**src/design/qera_pkg.sv**
```systemverilog
`timescale 1ns / 1ps
// ----------------------------------------------------------------------------
// qera_pkg
// Shared constants, types and the ease factor table of the ramp animator.
// ----------------------------------------------------------------------------
package qera_pkg;

    localparam int QUEUE_DEPTH = 8;
    localparam int QW = (QUEUE_DEPTH > 1) ? $clog2(QUEUE_DEPTH) : 1;
    localparam int CW = $clog2(QUEUE_DEPTH + 1);

    localparam logic [16:0] ONE_Q16 = 17'h10000;

    typedef logic [15:0][29:0] t_fac_tab;

    typedef enum logic [4:0] {
        S_IDLE,
        S_CHECK,
        S_REM,
        S_RESOLVE,
        S_DIV,
        S_PROG,
        S_EASE,
        S_LOGN,
        S_LOG,
        S_TMUL,
        S_EXP,
        S_RATIO,
        S_BMUL,
        S_BADD,
        S_DONE
    } t_state;

    typedef enum logic [4:0] {
        OP_NONE,
        OP_SCHED,
        OP_TICK,
        OP_LOAD,
        OP_REM_MUL,
        OP_RESOLVE,
        OP_DIV_STEP,
        OP_PROG,
        OP_EASE_SEL,
        OP_LOG_NORM,
        OP_LOG_STEP,
        OP_T_MUL,
        OP_EXP_STEP,
        OP_RATIO,
        OP_BLEND_MUL,
        OP_BLEND_ADD,
        OP_OUT
    } t_dp_op;

    typedef struct packed {
        t_dp_op     op;
        logic [3:0] step;
    } t_dp_cmd;

    typedef struct packed {
        logic rem_zero;
        logic active;
        logic count_zero;
        logic fits;
        logic ease_special;
    } t_dp_stat;

    function automatic logic [63:0] f_isqrt(logic [63:0] n);
        logic [63:0] n_v;
        logic [63:0] res;
        logic [63:0] bit_v;
        n_v   = n;
        res   = '0;
        bit_v = 64'h4000_0000_0000_0000;
        for (int j = 0; j < 32; j++) begin
            if (bit_v > n_v) bit_v = bit_v >> 2;
        end
        for (int j = 0; j < 32; j++) begin
            if (bit_v != 0) begin
                if (n_v >= res + bit_v) begin
                    n_v = n_v - (res + bit_v);
                    res = (res >> 1) + bit_v;
                end else begin
                    res = res >> 1;
                end
                bit_v = bit_v >> 2;
            end
        end
        return res;
    endfunction

    // 2^(-2^-i) in Q0.30, i = 1..16
    function automatic t_fac_tab f_fac_table();
        t_fac_tab    tab;
        logic [63:0] fac;
        fac = f_isqrt(64'd1 << 59);
        for (int i = 0; i < 16; i++) begin
            tab[i] = fac[29:0];
            fac    = f_isqrt(fac << 30);
        end
        return tab;
    endfunction

    localparam t_fac_tab FAC_TAB = f_fac_table();

endpackage

```
**src/design/qera_ctrl.sv**
```systemverilog
`timescale 1ns / 1ps
// ----------------------------------------------------------------------------
// qera_ctrl
// Sequencer: handshakes, segment walk and iteration counts for the datapath.
// ----------------------------------------------------------------------------
module qera_ctrl import qera_pkg::*; (
    input  logic     i_clk,
    input  logic     i_rst_n,
    input  logic     i_valid,
    output logic     o_ready,
    input  logic     i_req_type,
    output logic     o_valid,
    input  logic     i_ready,
    input  t_dp_stat i_stat,
    output t_dp_cmd  o_cmd
);

    t_state     r_state, n_state;
    logic [4:0] r_step, n_step;
    logic       r_valid, n_valid;
    logic       out_load;

    always_comb begin
        n_state = r_state;
        unique case (r_state)
            S_IDLE: begin
                if (i_valid) n_state = i_req_type ? S_DONE : S_CHECK;
            end
            S_CHECK: begin
                if (i_stat.rem_zero || (!i_stat.active && i_stat.count_zero)) begin
                    n_state = S_DONE;
                end else begin
                    n_state = S_REM;
                end
            end
            S_REM:     n_state = S_RESOLVE;
            S_RESOLVE: n_state = i_stat.fits ? S_CHECK : S_DIV;
            S_DIV:     if (r_step == 5'd16) n_state = S_PROG;
            S_PROG:    n_state = S_EASE;
            S_EASE:    n_state = i_stat.ease_special ? S_BMUL : S_LOGN;
            S_LOGN:    n_state = S_LOG;
            S_LOG:     if (r_step == 5'd15) n_state = S_TMUL;
            S_TMUL:    n_state = S_EXP;
            S_EXP:     if (r_step == 5'd15) n_state = S_RATIO;
            S_RATIO:   n_state = S_BMUL;
            S_BMUL:    n_state = S_BADD;
            S_BADD:    n_state = S_DONE;
            S_DONE:    if (!r_valid || i_ready) n_state = S_IDLE;
            default:   n_state = S_IDLE;
        endcase
    end

    always_comb begin
        o_cmd.op   = OP_NONE;
        o_cmd.step = r_step[3:0];
        out_load   = 1'b0;
        unique case (r_state)
            S_IDLE: begin
                if (i_valid) o_cmd.op = i_req_type ? OP_SCHED : OP_TICK;
            end
            S_CHECK: begin
                if (!i_stat.rem_zero && !i_stat.active && !i_stat.count_zero) begin
                    o_cmd.op = OP_LOAD;
                end
            end
            S_REM:     o_cmd.op = OP_REM_MUL;
            S_RESOLVE: o_cmd.op = OP_RESOLVE;
            S_DIV:     o_cmd.op = OP_DIV_STEP;
            S_PROG:    o_cmd.op = OP_PROG;
            S_EASE:    o_cmd.op = OP_EASE_SEL;
            S_LOGN:    o_cmd.op = OP_LOG_NORM;
            S_LOG:     o_cmd.op = OP_LOG_STEP;
            S_TMUL:    o_cmd.op = OP_T_MUL;
            S_EXP:     o_cmd.op = OP_EXP_STEP;
            S_RATIO:   o_cmd.op = OP_RATIO;
            S_BMUL:    o_cmd.op = OP_BLEND_MUL;
            S_BADD:    o_cmd.op = OP_BLEND_ADD;
            S_DONE: begin
                if (!r_valid || i_ready) begin
                    o_cmd.op = OP_OUT;
                    out_load = 1'b1;
                end
            end
            default:   o_cmd.op = OP_NONE;
        endcase
    end

    assign n_step  = (n_state != r_state) ? 5'd0 : r_step + 5'd1;
    assign n_valid = out_load | (r_valid & ~i_ready);
    assign o_ready = (r_state == S_IDLE);
    assign o_valid = r_valid;

    always_ff @(posedge i_clk) begin
        if (!i_rst_n) begin
            r_state <= S_IDLE;
            r_step  <= '0;
            r_valid <= 1'b0;
        end else begin
            r_state <= n_state;
            r_step  <= n_step;
            r_valid <= n_valid;
        end
    end

endmodule

```
**config.mk**
```make
export PLATFORM = sky130hd
export DESIGN_NAME = qera_ctrl
export DESIGN_NICKNAME = d
export VERILOG_FILES = /design/src/design/qera_pkg.sv /design/src/design/qera_ctrl.sv
export SDC_FILE = /design/constraint.sdc
export NUM_CORES = 1
export LEC_CHECK = 0
export ABC_AREA = 1
export BUFFER_PORTS_ARGS = -buffer_cell sky130_fd_sc_hd__buf_2
export CAP_MARGIN = 15
export CORE_MARGIN = 1.5
export CORE_UTILIZATION = 35
export DETAILED_ROUTE_END_ITERATION = 16
export PLACE_DENSITY = 0.61
export SETUP_SLACK_MARGIN = 0.1
export SLEW_MARGIN = 20
export SYNTH_ARGS = -nofsm -noshare
export SYNTH_HDL_FRONTEND = slang
export SYNTH_SLANG_ARGS = --single-unit
```
**constraint.sdc**
```tcl
create_clock -name i_clk -period 2.3 [get_ports i_clk]
set_clock_uncertainty 0.05 [all_clocks]
set_input_delay 0.46 -clock i_clk [delete_from_list [all_inputs] [get_ports i_clk]]
set_output_delay 0.46 -clock i_clk [all_outputs]
set_load 0.01 [all_outputs]
```
==> run summary <==
Final nets -> 191
Vias in the first global route -> 886
CTS tree -> built
Syn Inst Count -> 159
Initial drt markers -> 32
# Post-CTS Setup Buffers -> 0
Synth Warn # -> 0
Gr usage total -> 15.4%
Max Clk Rate -> 475 MHz
Cell variety after synth -> 26
Post-synthesis compound-gate area fraction -> 5.25%
TNS Setup -> 0 ns
Commonest non-fill, non-tap cell in the layout -> nand2_1
CTS Buffer Depth -> 2
Reg-to-reg critical path endpoint -> r_step[3]
Antenna viol nets, final -> 0
Startpoint types -> register
Synthesized flop and latch total -> 11
Sequential Area -> 223 sq um
Die width -> 55.8 um
Area grow syn2layout -> 13.8%
Dpl cell area -> 0.00106 sq mm
Reg2Reg Launch Point -> r_state[2]
DRC viols -> 0
Routed wire length -> 2280 um
CTS Sinks -> 11
Inserted Diodes -> 0
Power Dens Cells -> 427 mW/mm^2
Initial Util -> 38.1%
Status -> complete, no violations
Hold_ws -> 0.418 ns
Max Cap Viol -> 0
# fillers -> 278
Slew Limit Fails -> 0
Min-Delay Path Depth -> 4
CTS Root Cell -> clkbuf_4
Fin. Hold Viols -> 0
Worst Hold End -> o_valid
Cell Rows -> 18
Req. time, crit path -> 1.79 ns
Critical Setup Path Class -> reg -> out
Routed vias -> 1040
Cell Area, Synth -> 977 sq um
Synthesized net count -> 172
Largest net degree at the start of global routing -> 10
Clk slew on worst S/H paths -> 0.08 ns
Adder-cell area share of the yosys netlist -> 3.84%
Critical Path Fanout Max -> 6
Buf/Inv on CP -> 3
Die ar. -> 0.00312 sq mm
Vias/cell -> 5.02
Total CTS buffers -> 3
GRT overflow -> 0
Initial antenna violation count -> 0
Crit path largest cell delay -> 0.38 ns
Reg2reg setup slack -> 0.48 ns
DIE HEIGHT -> 55.8 um
Worst Min Path Start -> i_ready
Seq/Total Area, Yosys -> 22.5%
Leakage -> 0.000598 uW
# hold bufs at CTS -> 0
Crit path cell chain -> inv_1 > nand2_2 > inv_2 > nand2_1 > nor4_4 > nor2_1 > nand4_1 > buf_2
Global placement routability congestion -> 0.946
CP max stage cell -> dfxtp_1
Total core area -> 0.00257 sq mm
XOR/XNOR Fraction of Synth Area -> 1.79%
Final instance area -> 0.00111 sq mm
Drt first pass iters -> 4
Simple-gate area share of the yosys netlist -> 52.8%
RSZ-0062 raised after global routing -> yes
CP endpoint kind -> output pin
H-tree levels -> 1
Setup violators final -> 0
Largest family of logic cells by synthesized area -> simple AND/OR/NAND/NOR gates
First-pass GRT wire length -> 3860 um
Most frequent cells in the layout -> nand2_1 (41), buf_2 (20), inv_1 (18)
WP data arrival -> 1.60 ns
Skew-Pair Late Insertion Delay -> 0.27 ns
Final Critical Period -> 2.11 ns
Fin crit share -> 91.6%
Crit-path leading delay family -> simple AND/OR/NAND/NOR gates
Ports -> 21
Post-DP HPWL -> 1820 um
R2R depth -> 12
Max VDD drop -> 0.370 mV
Post-layout util -> 43.3%
Post-DR wirelength/cell -> 11.0 um
Syn_area_per_cell -> 6.15 sq um
Multi-input logic area -> 646 sq um
HP Class -> in -> reg
Fraction of synthesized area in multiplexers -> 0%
Fraction of layout cells with a size suffix above 1 -> 29.4%
PortBufs -> 20
cell usage after synthesis, drive strengths merged:
master  number  area, sq um
nand2       47          196
nor2        29          144
inv         21         78.8
nand3       20          115
dfxtp       11          220
a21oi        8         40.0
buf          6         52.6
ha           3         37.5
nand4        3         18.8
and3         2         12.5
nor3         2         15.0
a31oi        1         6.26
conb         1         3.75
nand3b       1         7.51
nor4         1         6.26
o21ai        1         5.00
xnor2        1         8.76
xor2         1         8.76
worst min-delay path: stages:
cell	delay, ns
buf_2	0.08
nor2_1	0.06
inv_1	0.05
a21oi_1	0.05
layout make-up:
cell class,count,share of cell area (%)
well taps,30,3.37
multi-input cells,121,58.0
inverters,21,7.09
flip-flops and latches,11,20.0
clock inverters,1,0.450
repair buffers,20,9.00
clock buffers,3,2.02
worst max-delay path by stage:
stage / startpoint / to / slack, ns / cells after the start
3_5_place_dp: r_state[0] / o_cmd[4] / 0.34 / 7
2_1_floorplan: r_state[0] / o_cmd[4] / 0.64 / 7
5_1_grt: r_state[1] / o_cmd[6] / 0.09 / 6
3_3_place_gp: r_state[0] / o_cmd[4] / 0.41 / 7
4_1_cts: r_state[1] / o_cmd[4] / 0.16 / 8
6_report: r_state[2] / o_cmd[4] / 0.19 / 8
through the flow:
stage / std cells / power, uW / worst slack (ns)
final: 207 / 475 / 0.194
after CTS: 207 / 479 / 0.161
after global placement: 203 / 334 / 0.407
after global routing: 207 / 512 / 0.0937
after detailed placement: 203 / 335 / 0.337
after floorplan: 159 / 305 / 0.642
logic make-up after synthesis:
logic type / after synthesis
AND/OR/NAND/NOR: 105
buffers and inverters: 27
flip-flops: 11
AO/OA/AOI/OAI: 10
adder cells (fa/ha/maj): 3
XOR/XNOR: 2
other: 1
power breakdown:
part	switching [uW]	leakage [uW]	total [uW]	internal (uW)
clock network	75.1	0.0000177	139	64.4
logic	80.8	0.000490	124	43.5
registers	13.0	0.0000899	211	198
sequential cells by signal, summed over array words and instances (netlist names):
| register | count |
|---|---|
| o_valid | 1 |
| r_state | 5 |
| r_step | 5 |
metal layers:
metal	share of wire (%)	GRT usage [%]
met5	0	0
met4	0	1.02
met3	7.6	5.58
met2	49	26.0
met1	43	19.6
what timing repair did:
| item | CTS | global route |
|---|---|---|
| gates resized for setup | 2 | 4 |
| hold endpoints to repair | 0 | 0 |
| setup endpoints to repair | 2 | 4 |
No activity file was read; power rests on OpenSTA's default activity.
